File: src/por_pkg.sv
// Shared types and constants for the pattern occurrence remover.
`timescale 1ns / 1ps
package por_pkg;

    localparam int MAX_PATTERN_DEF = 16;
    localparam int PAT_BYTES       = 16;
    localparam int PAT_IDX_W       = 4;
    localparam int BYTE_W          = 8;
    localparam int COUNT_W         = 16;
    localparam int CFG_DATA_W      = 64;
    localparam int CFG_IDX_W       = 2;
    localparam int LEN_REG_W       = 5;
    localparam logic [COUNT_W-1:0] COUNT_MAX = 16'hFFFF;

    typedef enum logic [CFG_IDX_W-1:0] {
        REG_PATTERN_LOW    = 2'd0,
        REG_PATTERN_HIGH   = 2'd1,
        REG_PATTERN_LENGTH = 2'd2
    } cfg_reg_t;

    typedef enum logic [1:0] {
        ST_RUN,
        ST_FLUSH_HEAD,
        ST_FLUSH_TAIL
    } ctrl_state_t;

    typedef enum logic [2:0] {
        OP_NONE,
        OP_STEP_IN,
        OP_LATCH,
        OP_FLUSH_BYTE,
        OP_STEP_HELD,
        OP_FINAL
    } dp_op_t;

    typedef struct packed {
        logic slot_free;
        logic partial_nz;
        logic extend;
        logic flush_done;
        logic last_held;
    } dp_status_t;

endpackage

File: src/por_controller.sv
// Control state machine: sequences input steps, flushes and the closing word.
`timescale 1ns / 1ps
module por_controller (
    input  logic                aclk,
    input  logic                aresetn,
    input  logic                s_valid,
    input  logic                s_end_of_input,
    output logic                s_ready,
    input  por_pkg::dp_status_t status,
    output por_pkg::dp_op_t     op
);
    import por_pkg::*;

    ctrl_state_t state_reg;
    ctrl_state_t state_next;

    always_ff @(posedge aclk) begin
        if (!aresetn) begin
            state_reg <= ST_RUN;
        end else begin
            state_reg <= state_next;
        end
    end

    always_comb begin
        state_next = state_reg;
        op         = OP_NONE;
        s_ready    = 1'b0;
        case (state_reg)
            ST_RUN: begin
                s_ready = status.slot_free;
                if (s_valid && status.slot_free) begin
                    if (status.partial_nz && !status.extend) begin
                        op         = OP_LATCH;
                        state_next = ST_FLUSH_HEAD;
                    end else begin
                        op = OP_STEP_IN;
                        if (s_end_of_input) begin
                            state_next = ST_FLUSH_TAIL;
                        end
                    end
                end
            end
            ST_FLUSH_HEAD: begin
                if (status.slot_free) begin
                    if (!status.flush_done) begin
                        op = OP_FLUSH_BYTE;
                    end else begin
                        op         = OP_STEP_HELD;
                        state_next = status.last_held ? ST_FLUSH_TAIL : ST_RUN;
                    end
                end
            end
            ST_FLUSH_TAIL: begin
                if (status.slot_free) begin
                    if (!status.flush_done) begin
                        op = OP_FLUSH_BYTE;
                    end else begin
                        op         = OP_FINAL;
                        state_next = ST_RUN;
                    end
                end
            end
            default: begin
                state_next = ST_RUN;
            end
        endcase
    end

endmodule

File: src/por_datapath.sv
// Datapath: pattern registers, match state, removal count and output register.
`timescale 1ns / 1ps
module por_datapath #(
    parameter int MAX_PATTERN = por_pkg::MAX_PATTERN_DEF
) (
    input  logic                             aclk,
    input  logic                             aresetn,
    input  logic                             cfg_wr_en,
    input  logic [por_pkg::CFG_IDX_W-1:0]    cfg_index,
    input  logic [por_pkg::CFG_DATA_W-1:0]   cfg_wr_data,
    input  logic [por_pkg::BYTE_W-1:0]       s_text_byte,
    input  logic                             s_end_of_input,
    input  logic                             m_ready,
    input  por_pkg::dp_op_t                  op,
    output por_pkg::dp_status_t              status,
    output logic                             m_valid,
    output logic [por_pkg::BYTE_W-1:0]       m_kept_byte,
    output logic                             m_byte_present,
    output logic [por_pkg::COUNT_W-1:0]      m_removed_count,
    output logic                             m_final_item
);
    import por_pkg::*;

    localparam int LW = $clog2(MAX_PATTERN + 1);

    logic [CFG_DATA_W-1:0] pattern_low_reg;
    logic [CFG_DATA_W-1:0] pattern_high_reg;
    logic [LEN_REG_W-1:0]  pattern_length_reg;
    logic [LW-1:0]         partial_reg, partial_next;
    logic [LW-1:0]         k_reg, k_next;
    logic [COUNT_W-1:0]    total_reg, total_next;
    logic [BYTE_W-1:0]     byte_reg, byte_next;
    logic                  last_reg, last_next;
    logic                  out_valid_reg, out_valid_next;
    logic [BYTE_W-1:0]     out_byte_reg, out_byte_next;
    logic                  out_present_reg, out_present_next;
    logic [COUNT_W-1:0]    out_count_reg, out_count_next;
    logic                  out_final_reg, out_final_next;

    logic [PAT_BYTES-1:0][BYTE_W-1:0] pat_bytes;
    logic [LW-1:0]         eff_len;
    logic [PAT_IDX_W-1:0]  part_idx;
    logic [PAT_IDX_W-1:0]  k_idx;
    logic [BYTE_W-1:0]     proc_byte;
    logic [LW-1:0]         proc_partial;
    logic [LW-1:0]         partial_inc;
    logic [COUNT_W-1:0]    total_inc;
    logic                  load;

    assign pat_bytes = {pattern_high_reg, pattern_low_reg};
    assign part_idx  = PAT_IDX_W'(partial_reg);
    assign k_idx     = PAT_IDX_W'(k_reg);

    always_comb begin
        if (pattern_length_reg == '0) begin
            eff_len = LW'(1);
        end else if (pattern_length_reg > LEN_REG_W'(MAX_PATTERN)) begin
            eff_len = LW'(MAX_PATTERN);
        end else begin
            eff_len = LW'(pattern_length_reg);
        end
    end

    always_ff @(posedge aclk) begin
        if (!aresetn) begin
            pattern_low_reg    <= '0;
            pattern_high_reg   <= '0;
            pattern_length_reg <= LEN_REG_W'(1);
        end else if (cfg_wr_en) begin
            case (cfg_reg_t'(cfg_index))
                REG_PATTERN_LOW:    pattern_low_reg    <= cfg_wr_data;
                REG_PATTERN_HIGH:   pattern_high_reg   <= cfg_wr_data;
                REG_PATTERN_LENGTH: pattern_length_reg <= cfg_wr_data[LEN_REG_W-1:0];
                default: ;
            endcase
        end
    end

    assign status.slot_free  = !out_valid_reg || m_ready;
    assign status.partial_nz = (partial_reg != '0);
    assign status.extend     = (partial_reg != '0) && (partial_reg < eff_len)
                               && (s_text_byte == pat_bytes[part_idx]);
    assign status.flush_done = (k_reg == partial_reg);
    assign status.last_held  = last_reg;

    assign proc_byte    = (op == OP_STEP_HELD) ? byte_reg : s_text_byte;
    assign proc_partial = (op == OP_STEP_HELD) ? '0 : partial_reg;
    assign partial_inc  = proc_partial + LW'(1);
    assign total_inc    = (total_reg == COUNT_MAX) ? total_reg : total_reg + COUNT_W'(1);

    always_comb begin
        partial_next     = partial_reg;
        k_next           = k_reg;
        total_next       = total_reg;
        byte_next        = byte_reg;
        last_next        = last_reg;
        load             = 1'b0;
        out_byte_next    = out_byte_reg;
        out_present_next = out_present_reg;
        out_count_next   = out_count_reg;
        out_final_next   = out_final_reg;
        case (op)
            OP_STEP_IN, OP_STEP_HELD: begin
                k_next = '0;
                if (proc_partial != '0) begin
                    if (partial_inc == eff_len) begin
                        total_next   = total_inc;
                        partial_next = '0;
                    end else begin
                        partial_next = partial_inc;
                    end
                end else if (proc_byte == pat_bytes[0]) begin
                    if (eff_len == LW'(1)) begin
                        total_next   = total_inc;
                        partial_next = '0;
                    end else begin
                        partial_next = LW'(1);
                    end
                end else begin
                    partial_next     = '0;
                    load             = 1'b1;
                    out_byte_next    = proc_byte;
                    out_present_next = 1'b1;
                    out_count_next   = total_reg;
                    out_final_next   = 1'b0;
                end
            end
            OP_LATCH: begin
                byte_next = s_text_byte;
                last_next = s_end_of_input;
                k_next    = '0;
            end
            OP_FLUSH_BYTE: begin
                load             = 1'b1;
                out_byte_next    = pat_bytes[k_idx];
                out_present_next = 1'b1;
                out_count_next   = total_reg;
                out_final_next   = 1'b0;
                k_next           = k_reg + LW'(1);
            end
            OP_FINAL: begin
                load             = 1'b1;
                out_byte_next    = '0;
                out_present_next = 1'b0;
                out_count_next   = total_reg;
                out_final_next   = 1'b1;
                partial_next     = '0;
                total_next       = '0;
                k_next           = '0;
            end
            default: ;
        endcase
        if (load) begin
            out_valid_next = 1'b1;
        end else if (m_ready) begin
            out_valid_next = 1'b0;
        end else begin
            out_valid_next = out_valid_reg;
        end
    end

    always_ff @(posedge aclk) begin
        if (!aresetn) begin
            partial_reg   <= '0;
            k_reg         <= '0;
            total_reg     <= '0;
            out_valid_reg <= 1'b0;
        end else begin
            partial_reg   <= partial_next;
            k_reg         <= k_next;
            total_reg     <= total_next;
            out_valid_reg <= out_valid_next;
        end
    end

    always_ff @(posedge aclk) begin
        byte_reg        <= byte_next;
        last_reg        <= last_next;
        out_byte_reg    <= out_byte_next;
        out_present_reg <= out_present_next;
        out_count_reg   <= out_count_next;
        out_final_reg   <= out_final_next;
    end

    assign m_valid         = out_valid_reg;
    assign m_kept_byte     = out_byte_reg;
    assign m_byte_present  = out_present_reg;
    assign m_removed_count = out_count_reg;
    assign m_final_item    = out_final_reg;

endmodule

File: src/pattern_occurrence_remover_core.sv
// Top level: pattern occurrence remover, controller plus datapath.
// A kept byte is written to the registered output word when its input word is processed.
// Throughput: one input word per cycle while no partial match fails and the output is not stalled.
// A failed partial match of k bytes holds the input while the k prefix bytes are replayed.
// At end of text the p pending prefix bytes are flushed, then the closing word with the count is sent.
// Reset (synchronous, aresetn low) clears match state, count, output valid and pattern bytes, and sets length 1.
`timescale 1ns / 1ps
module pattern_occurrence_remover_core #(
    parameter int MAX_PATTERN = por_pkg::MAX_PATTERN_DEF
) (
    input  logic                           aclk,
    input  logic                           aresetn,
    input  logic                           cfg_wr_en,
    input  logic [por_pkg::CFG_IDX_W-1:0]  cfg_index,
    input  logic [por_pkg::CFG_DATA_W-1:0] cfg_wr_data,
    input  logic                           s_valid,
    output logic                           s_ready,
    input  logic [por_pkg::BYTE_W-1:0]     s_text_byte,
    input  logic                           s_end_of_input,
    output logic                           m_valid,
    input  logic                           m_ready,
    output logic [por_pkg::BYTE_W-1:0]     m_kept_byte,
    output logic                           m_byte_present,
    output logic [por_pkg::COUNT_W-1:0]    m_removed_count,
    output logic                           m_final_item
);
    import por_pkg::*;

    dp_op_t     op;
    dp_status_t status;

    por_controller u_ctrl (
        .aclk           (aclk),
        .aresetn        (aresetn),
        .s_valid        (s_valid),
        .s_end_of_input (s_end_of_input),
        .s_ready        (s_ready),
        .status         (status),
        .op             (op)
    );

    por_datapath #(
        .MAX_PATTERN (MAX_PATTERN)
    ) u_dp (
        .aclk            (aclk),
        .aresetn         (aresetn),
        .cfg_wr_en       (cfg_wr_en),
        .cfg_index       (cfg_index),
        .cfg_wr_data     (cfg_wr_data),
        .s_text_byte     (s_text_byte),
        .s_end_of_input  (s_end_of_input),
        .m_ready         (m_ready),
        .op              (op),
        .status          (status),
        .m_valid         (m_valid),
        .m_kept_byte     (m_kept_byte),
        .m_byte_present  (m_byte_present),
        .m_removed_count (m_removed_count),
        .m_final_item    (m_final_item)
    );

endmodule

File: config.mk
export PLATFORM = sky130hd
export DESIGN_NAME = pattern_occurrence_remover_core
export DESIGN_NICKNAME = d
export VERILOG_FILES = /design/src/por_pkg.sv /design/src/por_controller.sv /design/src/por_datapath.sv /design/src/pattern_occurrence_remover_core.sv
export SDC_FILE = /design/constraint.sdc
export NUM_CORES = 1
export LEC_CHECK = 0
export BUFFER_PORTS_ARGS = -buffer_cell sky130_fd_sc_hd__buf_2
export CAP_MARGIN = 20
export CORE_ASPECT_RATIO = 0.9
export CORE_UTILIZATION = 50
export CTS_CLUSTER_DIAMETER = 60
export CTS_CLUSTER_SIZE = 24
export DETAILED_ROUTE_END_ITERATION = 8
export PLACE_DENSITY = 0.78
export RECOVER_POWER = 100
export SETUP_SLACK_MARGIN = 0.1
export SYNTH_ARGS = -nofsm -noshare
export SYNTH_HDL_FRONTEND = slang
export SYNTH_SLANG_ARGS = --single-unit
File: constraint.sdc
create_clock -name aclk -period 8.6 [get_ports aclk]
set_clock_uncertainty 0.05 [all_clocks]
set_input_delay 0.86 -clock aclk [delete_from_list [all_inputs] [get_ports aclk]]
set_output_delay 0.86 -clock aclk [all_outputs]
set_load 0.01 [all_outputs]
* After elaboration in Yosys (flattened, before gate mapping)
Index checks and enable logic that the tools add are counted.
** Word-level totals
- Input bits :: 80
- Output and inout port bits :: 28
- Flip-flop bits (word level) :: 197
** Operators by class
- Reductions and logical operators :: 27
- Equal/unequal tests :: 26
- Order comparisons :: 4
- Add/sub/neg operators :: 3
- Mux-type cells :: 54
** Operators with widths (count)
- $mux 16 :: 7
- $bmux 8 s4 :: 2
- $pmux 16 s2 :: 2
- $mux 8 :: 5
- $mux 5 :: 5
- $pmux 8 s3 :: 1
- $pmux 5 s2 :: 2
- $mux 2 :: 9
- $add 16x1->16 const B :: 1
- $eq 16x16->1 const B :: 1
- $eq 8x8->1 :: 2
- $mux 3 :: 5
- $mux 1 :: 11
- $add 5x1->5 const B :: 2
- $eq 5x5->1 :: 2
- $lt 4x5->1 const B :: 2
- $ne 2x1->1 const B :: 5
- $reduce_bool 5->1 :: 2
- $pmux 3 s3 :: 1
- $reduce_bool 2->1 :: 4
- $eq 3x2->1 const B :: 2
- $eq 3x3->1 const B :: 2
- $ne 3x1->1 const B :: 2
- $pmux 1 s3 :: 2
- other kinds (23) :: 35

* Longest topological paths before layout
Gate-level depths: netlist of the first run.
- Word-level depth :: 18
- Mapped depth :: 20
- Depth with buffers taken out :: 16

* Cells and area by module
A second synthesis of the first run with hierarchy kept.
** Unflattened totals
- Cell total of the unflattened synthesis :: 1089
- Area total of the unflattened synthesis :: 10271.1 um2
** Modules (own cells, without submodules)
- por_datapath :: cells an instance 1063, times used 1, area an instance 10044.6 um2
- por_controller :: cells an instance 26, times used 1, area an instance 226.5 um2

* Worst setup path before layout of the first run
OpenSTA, ideal clock, no wires.
- Path kind :: in2reg
- Start :: in m_ready
- End :: reg u_dp.total_reg[11]
- Cell stages on the path :: 17
- Data arrival time :: 3.891 ns
- Data required time :: 8.480 ns
- Buffers on the path :: 2
- Setup slack :: 4.589 ns
- Cells stage by stage :: nand2b_1 -> nand2_1 -> o31ai_1 -> inv_1 -> ha_1 -> clkbuf_1 -> or4bb_1 -> o41ai_1 -> a31oi_1 -> nor2_1 -> o21ai_1 -> nor2_1 -> a22o_1 -> o21bai_4 -> buf_6 -> or4_1 -> a21boi_1
** Between the ends
- Word-level cells in the longest chain between the ends :: 10
- Elaborated cells on any way between the ends :: 23
** Ends and longest elaborated chain
- start, declared :: RTL line pattern_occurrence_remover_core.sv:21 : input logic m_ready,
- $logic_or 1x1->1 (*) :: RTL line por_datapath.sv:79 : assign status.slot_free = !out_valid_reg || m_ready;
- $logic_and 1x1->1 :: RTL line por_controller.sv:32 : if (s_valid && status.slot_free) begin
- $mux 3 :: RTL line por_controller.sv:32
- $pmux 3 s3 (*) :: RTL line por_controller.sv:29 : case (state_reg)
- $eq 3x3->1 :: RTL line por_datapath.sv:86, por_datapath.sv:87, por_datapath.sv:102
- $mux 5 :: RTL line por_datapath.sv:87 : assign proc_partial = (op == OP_STEP_HELD) ? '0 : partial_reg;
- $add 5x1->5 :: RTL line por_datapath.sv:88 : assign partial_inc = proc_partial + LW'(1);
- $eq 5x5->1 :: RTL line por_datapath.sv:106 : if (partial_inc == eff_len) begin
- $ne 3x3->1 (no source line)
- $reduce_and 4->1 (no source line)
- end signal, assigned :: RTL line por_datapath.sv:171 : total_reg <= total_next;
- end, declared :: RTL line por_datapath.sv:31 : logic [COUNT_W-1:0] total_reg, total_next;
Every way passes the cells marked *; elsewhere a longest branch is shown, timed or not.
A chain may end at the register's enable or synchronous reset.

* Worst setup path after layout of the first run
- Start :: reg u_dp.partial_reg[2]
- End :: reg u_dp.total_reg[11]
** Between the ends
- Word-level cells in the longest chain between the ends :: 15
- Elaborated cells on any way between the ends :: 34
** Ends and longest elaborated chain
- start, declared :: RTL line por_datapath.sv:29 : logic [LW-1:0] partial_reg, partial_next;
- start signal, assigned :: RTL line por_datapath.sv:169 : partial_reg <= partial_next;
- $bmux 8 s4 :: RTL line por_datapath.sv:82 : && (s_text_byte == pat_bytes[part_idx]);
- $mux 8 (not written as such) :: RTL line por_datapath.sv:82
- $eq 8x8->1 :: RTL line por_datapath.sv:82
- $logic_and 1x1->1 :: RTL line por_datapath.sv:82
- $logic_not 1->1 :: RTL line por_controller.sv:33 : if (status.partial_nz && !status.extend) begin
- $logic_and 1x1->1 :: RTL line por_controller.sv:33
- $mux 2 :: RTL line por_controller.sv:33
- $mux 3 :: RTL line por_controller.sv:32
- $pmux 3 s3 :: RTL line por_controller.sv:29
- $eq 3x3->1 :: RTL line por_datapath.sv:86, por_datapath.sv:87, por_datapath.sv:102
- $mux 5 :: RTL line por_datapath.sv:87
- $add 5x1->5 :: RTL line por_datapath.sv:88
- $eq 5x5->1 :: RTL line por_datapath.sv:106
- $ne 3x3->1 (no source line)
- $reduce_and 4->1 (no source line)
Several ways; a longest one is shown, not always the timed one. The select of a mux whose other input is x is not followed.

==> key figures, run 1 <==
Outcome
  – Status: complete, but fails checks
  – Failing checks: max-capacitance violations, max-slew violations

Placed design
  – HPWL reported at the end of detailed placement: 19.7 mm
  – Worst setup slack before clock tree synthesis: 3.96 ns
  – Buffers on Ports: 107
  – Placer's final routability congestion estimate: 0.914

Logic synthesis
  – Number of enable-type register cells in the synthesized netlist: 35
  – Post-synthesis cell count: 1082
  – Share of synthesized flip-flops with an asynchronous set or reset: 0%
  – Net count after synthesis: 1170
  – Post-synth top area cell: sky130_fd_sc_hd__dfxtp_1
  – Post-synthesis cell type count: 69
  – Synth top area share: 30.9%
  – Synth Warn #: 0
  – Most used flip-flop cell after synthesis: sky130_fd_sc_hd__dfxtp_1
  – Most common cell in the netlist: sky130_fd_sc_hd__nand2_1
  – Top cells by area in the synthesized netlist: sky130_fd_sc_hd__dfxtp_1 (31%), sky130_fd_sc_hd__mux4_2 (14%), sky130_fd_sc_hd__nand2_1 (10%)
  – Avg Cell Area, Syn: 9.69 um^2
  – Flip-flop and latch count after synthesis: 197
  – Proportion of synthesized chip area in sequential cells: 41.0%
  – Top cells by count, synth: sky130_fd_sc_hd__nand2_1 (287), sky130_fd_sc_hd__dfxtp_1 (162), sky130_fd_sc_hd__a21boi_0 (132)
  – Mapped cell area: 0.0105 mm^2

Clock network
  – # Post-CTS Setup Buffers: 0
  – Deepest clock path buffer count: 2
  – Gates resized, CTS repair: 0
  – Total CTS buffers: 17
  – TritonCTS clock tree: built
  – TritonCTS sink count: 197
  – Post-CTS Hold Fix Bufs: 0
  – Root cell of the clock tree: sky130_fd_sc_hd__clkbuf_16
  – Maximum level of the CTS H-tree: 4
  – Clk Latency, worst-skew pair: 0.44 ns
  – Clk slew on worst S/H paths: 0.08 ns

Floorplanning
  – Top-level I/O count: 108
  – Vertical extent of the die: 139 um
  – Area of the core: 0.0202 mm^2
  – Die Area: 0.0216 mm^2
  – Row cnt: 49
  – Starting Density: 51.8%
  – Die X-Extent: 155 um

Worst hold path
  – Worst hold-check path type: register to register
  – Hold path depth: 2

Global routing
  – Pin count of the biggest net entering global routing: 110
  – Total global routing track utilization: 26.9%
  – Number of global-route vias before repair: 8084
  – Antenna violations before repair: 0
  – Global-route wire length before repair: 44.7 mm
  – Total congestion overflow: 0

Timing
  – Fin worst setup slack: 2.32 ns
  – Endpoints failing hold: 0
  – Slew at the pin with the worst max-slew slack: 3.18 ns
  – Final setup violation count: 0
  – Number of slew-limit violations in the final report: 194
  – Upper clock frequency limit: 0.159 GHz
  – Final worst-path cycle share: 73.0%
  – Unrepaired setup endpoints after global routing: false
  – Post-route minimum period: 6.28 ns
  – Post-Route Setup TNS: 0 ns
  – Max transition margin: -112%

Worst setup path
  – Slowest-stage cell, CP: sky130_fd_sc_hd__nor3_1
  – CP Max Fanout: 45
  – Setup crit end kind: register
  – Category of the critical setup timing path: register to register
  – CP most frequent cell: sky130_fd_sc_hd__xnor2_1
  – Delay contributed by the slowest stage of the critical path: 1.75 ns
  – Critical Path AT: 6.60 ns
  – Sequence of cells on the critical path: xnor2_1 > nand2_1 > nor3_1 > mux2i_1 > xnor2_1 > nor4_1 > a22o_1 > o21bai_4 > or4_1 > a21boi_0
  – Worst EP required: 8.93 ns
  – Startpoint type of the worst setup path: register
  – Worst reg-to-reg path cell count: 10

Detailed routing
  – Total Wirelength: 28.1 mm
  – Wire length per cell after detailed routing: 20.0 um
  – Residual antenna-violating net count after detailed routing: 0
  – Average via count per standard cell: 6.03
  – Vias after detailed routing: 8487
  – DR pass1 iterations: 5
  – Drt first-iter violations: 865
  – Number of design rule violations left after detail routing: 0

Run
  – Count of max-cap constraint violations: 4

Layout
  – Antenna cell count: 0
  – Multi-input gate area in the final layout: 0.00577 mm^2
  – Number of fill cells: 1792
  – Register area: 0.00430 mm^2
  – Layout Nets: 1228
  – Proportion of layout cells with a drive suffix above 1: 17.2%
  – Layout Area Growth over Synthesis: 10.7%
  – Final core utilization: 57.4%

Power and ir drop
  – Worst-case vdd ir drop: 126 uV
  – Power density over cell area: 172 mW/mm^2
  – Static leakage: 3.93 nW
routing by layer:
layer / share of wire (%) / vias up / track usage (%)
met3: 6.8 / 74 / 6.29
met5: 0 / - / 0
met4: 4.5 / 0 / 12.9
met2: 47 / 332 / 41.8
li1: - / 3976 / -
met1: 42 / 4105 / 35.5
critical path, delay by kind of cell (launching register included):
| kind | cells | cell delay (ns) |
|---|---|---|
| muxes | 1 | 0.35 |
| DFF | 1 | 1.66 |
| AOI/OAI and AO/OA | 3 | 0.69 |
| and+or+nand+nor | 4 | 3.01 |
| xor gates and xnor gates | 2 | 0.44 |
per-stage QoR:
stage | hold slack, ns | total power, mW | instance area [um^2] | cells
4_1_cts | 0.436 | 2.01 | 11700 | 1408
2_1_floorplan | 0.396 | 1.12 | 10500 | 1082
3_5_place_dp | 0.425 | 1.20 | 11100 | 1376
6_report | 0.435 | 2.00 | 11600 | 1408
3_3_place_gp | 0.413 | 1.20 | 11100 | 1376
5_1_grt | 0.464 | 2.07 | 11600 | 1408
cell type report:
cell class              instances  share of cell area, %
clock buffers                  19                   3.91
clock inverters                13                   1.30
inverters                      15                  0.485
multi-input cells             791                   49.7
flip-flops and latches        197                   37.0
well taps                     255                   2.75
repair buffers                118                   4.81
cells in the final DEF, fill, tap and decap left out, types with 21 or more instances in the layout:
cell | Yosys | routed
sky130_fd_sc_hd__clkbuf_1 | 54 | 43
sky130_fd_sc_hd__a21boi_0 | 132 | 135
sky130_fd_sc_hd__dfxtp_1 | 162 | 160
sky130_fd_sc_hd__xnor2_1 | 21 | 21
sky130_fd_sc_hd__nand2_1 | 287 | 287
sky130_fd_sc_hd__nor2_1 | 38 | 38
sky130_fd_sc_hd__mux4_2 | 63 | 63
sky130_fd_sc_hd__edfxtp_1 | 35 | 35
sky130_fd_sc_hd__mux2i_1 | 36 | 36
sky130_fd_sc_hd__buf_2 | 14 | 68
cells by family after synthesis:
family / after synthesis / synth area share, %
xor+xnor: 29 / 2.49
mux: 109 / 18.0
fa+ha+maj: 8 / 0.955
buf+inv: 94 / 3.90
flops: 197 / 41.0
compound gates: 234 / 16.5
simple gates: 411 / 17.1
power by group:
| part | leakage [nW] | internal [mW] | switching (mW) |
|---|---|---|---|
| Clock | 0.300 | 0.433 | 0.385 |
| Combinational | 1.96 | 0.0732 | 0.104 |
| Sequential | 1.66 | 0.975 | 0.0275 |
path summary, 6_finish.rpt:
kind,from,endpoint,slack (ns)
hold reg to reg,u_dp.pattern_low_reg[31]$_SDFFE_PN0P_,u_dp.pattern_low_reg[31]$_SDFFE_PN0P_,0.44
setup reg to reg,u_dp.partial_reg[2]$_SDFFE_PN0P_,u_dp.total_reg[11]$_SDFFE_PN0P_,2.32
setup / recovery,u_dp.partial_reg[2]$_SDFFE_PN0P_,u_dp.total_reg[11]$_SDFFE_PN0P_,2.32
hold / removal,u_dp.pattern_low_reg[31]$_SDFFE_PN0P_,u_dp.pattern_low_reg[31]$_SDFFE_PN0P_,0.44
Power figures use the tool's default switching activity.
==> run 2: changes to the inputs <==
PLACE_DENSITY = 0.81   (was 0.78)
clock period = 5.49 ns   (was 8.6 ns; I/O delays follow)
==> run 2 against run 1 <==
Effect of this change: the run still ends with max-capacitance violations, max-slew violations left; via count rose by 1.6%; critical path depth increased by 5; power increased by 54%; clock-buffer cell count shrank 1; cell count grew 0.14%; setup slack lost 1.7 ns; critical path type unchanged; critical endpoint is now u_dp.total_reg[10]$_SDFFE_PN0P_; largest power group unchanged; highest routed layer unchanged.
==> key figures, run 2 (same netlist as run 1, synthesis figures left out) <==
Worst setup path
  – Critical Path AT: 5.17 ns (-1.43 ns)
  – Sequence of cells on the critical path: xnor2_1 > nand2_1 > o31ai_1 > inv_1 > ha_1 > or4bb_1 > o41ai_1 > a31oi_1 > nor2_1 > o21ai_0 > nor2_1 > a22o_1 > o21bai_4 > or4_1 > a21boi_0
  – CP Max Fanout: 30 (-33%)
  – CP most frequent cell: sky130_fd_sc_hd__nor2_1
  – Worst path buffer plus inverter count: 1 (+1)
  – Delay contributed by the slowest stage of the critical path: 1.05 ns (-0.70 ns)
  – Setup crit end kind: register
  – Slowest-stage cell, CP: sky130_fd_sc_hd__dfxtp_1
  – Startpoint type of the worst setup path: register
  – Cell family contributing the most delay on the critical path: simple AND/OR/NAND/NOR gates
  – Category of the critical setup timing path: register to register
  – Worst EP required: 5.81 ns (-3.12 ns)

Clock network
  – Total CTS buffers: 17 (unchanged)
  – Gates resized, CTS repair: 0 (unchanged)
  – # Post-CTS Setup Buffers: 0 (unchanged)
  – Post-CTS Hold Fix Bufs: 0 (unchanged)
  – Clk slew on worst S/H paths: 0.08 ns (about the same)
  – Maximum level of the CTS H-tree: 4 (unchanged)
  – TritonCTS clock tree: built
  – Root cell of the clock tree: sky130_fd_sc_hd__clkbuf_16
  – Deepest clock path buffer count: 2 (unchanged)
  – Clk Latency, worst-skew pair: 0.45 ns (about the same)
  – TritonCTS sink count: 197 (unchanged)

Power and ir drop
  – Part of the total power dissipated in the clock network: 39.6% (-1.3 points)
  – Sequential fraction of design power: 51.2% (+1.0 points)
  – Worst-case vdd ir drop: 249 uV (+97%)
  – Int Power: 2.25 mW (+52%)
  – Static leakage: 3.91 nW (-0.47%)
  – Switching part of the total: 26.7% (+0.84 points)
  – Switching power of the nets: 0.818 mW (+59%)
  – Proportion of power drawn by combinational gates: 9.2% (+0.3 points)
  – Power density over cell area: 264 mW/mm^2 (+54%)
  – PnR Total Power: 3.07 mW (+54%)

Layout
  – Most frequent standard cell in the layout excluding fill and tap cells: sky130_fd_sc_hd__nand2_1
  – Final core utilization: 57.3% (about the same)
  – Layout Area Growth over Synthesis: 10.6% (about the same)
  – Layout Nets: 1230 (+0.16%)
  – Highest-count cells in the layout ignoring fill and taps: sky130_fd_sc_hd__nand2_1 (287), sky130_fd_sc_hd__dfxtp_1 (160), sky130_fd_sc_hd__a21boi_0 (135), sky130_fd_sc_hd__buf_2 (69), sky130_fd_sc_hd__mux4_2 (63)
  – Total non-filler cell area in the finished layout: 0.0116 mm^2 (about the same)
  – Proportion of layout cells with a drive suffix above 1: 17.5% (+0.32 points)
  – Antenna cell count: 0 (unchanged)

Detailed routing
  – Vias after detailed routing: 8621 (+1.6%)
  – Residual antenna-violating net count after detailed routing: 0 (unchanged)
  – Average via count per standard cell: 6.11 (+1.4%)
  – DR pass1 iterations: 8 (+3)
  – Wire length per cell after detailed routing: 20.0 um (+0.23%)
  – Drt first-iter violations: 863 (-0.23%)
  – Total Wirelength: 28.2 mm (+0.37%)
  – Number of design rule violations left after detail routing: 0 (unchanged)

Global routing
  – Pin count of the biggest net entering global routing: 137 (+25%)
  – Number of global-route vias before repair: 8033 (-0.63%)
  – Antenna violations before repair: 0 (unchanged)
  – Total global routing track utilization: 26.9% (-0.067 points)
  – Total congestion overflow: 0 (unchanged)
  – Global-route wire length before repair: 44.1 mm (-1.4%)

Timing
  – Max transition margin: -201% (-89 points)
  – Final setup violation count: 0 (unchanged)
  – Slew at the pin with the worst max-slew slack: 4.52 ns (+1.34 ns)
  – Unrepaired setup endpoints after global routing: false
  – Post-Route Setup TNS: 0 ns (unchanged)
  – Upper clock frequency limit: 0.206 GHz (+29%)
  – Final worst-path cycle share: 88.4% (+15 points)
  – Number of slew-limit violations in the final report: 137 (-29%)
  – Endpoints failing hold: 0 (unchanged)
  – Post-route minimum period: 4.85 ns (-1.43 ns)

Floorplanning
  – Top-level I/O count: 108 (unchanged)
  – Die X-Extent: 155 um (unchanged)
  – Vertical extent of the die: 139 um (unchanged)
  – Starting Density: 51.8% (unchanged)
  – Row cnt: 49 (unchanged)
  – Area of the core: 0.0202 mm^2 (unchanged)
  – Die Area: 0.0216 mm^2 (unchanged)

Placed design
  – Buffers on Ports: 107 (unchanged)
  – HPWL reported at the end of detailed placement: 19.5 mm (-1.2%)
  – Cell area after placement: 0.0111 mm^2 (+0.14%)
  – Placer's final routability congestion estimate: 0.899 (-1.6%)

Outcome
  – Failing checks: max-capacitance violations, max-slew violations
  – Status: complete, but fails checks

Run
  – Count of max-cap constraint violations: 1 (-3)

Worst hold path
  – Worst hold-check path type: primary input to register
-- run 2: worst paths after layout --
path                                                             from                                     to  slack, ns  cells after the start
worst max-delay path                 u_dp.partial_reg[0]$_SDFFE_PN0P_        u_dp.total_reg[10]$_SDFFE_PN0P_       0.64                     15
worst min-delay path                                   s_end_of_input                u_dp.last_reg$_DFFE_PP_       0.29                      1
worst max register to register       u_dp.partial_reg[0]$_SDFFE_PN0P_        u_dp.total_reg[10]$_SDFFE_PN0P_       0.64                     15
worst min register to register  u_dp.pattern_low_reg[16]$_SDFFE_PN0P_  u_dp.pattern_low_reg[16]$_SDFFE_PN0P_       0.44                      2
-- run 2: area by class of cell --
cell class                 count  area [um^2]
fill                        1761         8630
clock buffer                  18          429
tap                          255          319
sequential                   197         4300
timing repair buffer         120          574
clock inverter                14          145
inverter                      15         56.3
multi-input combinational    791         5780
-- run 2: power groups by stage --
stage | Sequential (mW) | Combinational (mW) | Clock (mW)
6_report | 1.57 | 0.282 | 1.22
4_1_cts | 1.57 | 0.283 | 1.23
3_3_place_gp | 1.60 | 0.276 | 0
3_5_place_dp | 1.60 | 0.282 | 0
5_1_grt | 1.57 | 0.308 | 1.29
2_1_floorplan | 1.60 | 0.164 | 0
-- run 2: per-stage QoR --
| step | hold WS [ns] | instances | worst slack [ns] |
|---|---|---|---|
| 6_report | 0.285 | 1410 | 0.637 |
| 5_1_grt | 0.285 | 1410 | 0.317 |
| 4_1_cts | 0.250 | 1410 | 0.977 |
| 3_5_place_dp | 0.423 | 1378 | 0.979 |
| 3_3_place_gp | 0.416 | 1378 | 1.16 |
| 2_1_floorplan | 0.396 | 1082 | 1.69 |
-- run 2: per-layer routing --
layer | vias up | wire length, um | global-route usage (%)
met4 | 0 | 1450 | 13.8
met2 | 409 | 13000 | 41.8
met3 | 85 | 2420 | 6.54
met5 | - | 0 | 0
met1 | 4141 | 11300 | 34.9
li1 | 3986 | - | -
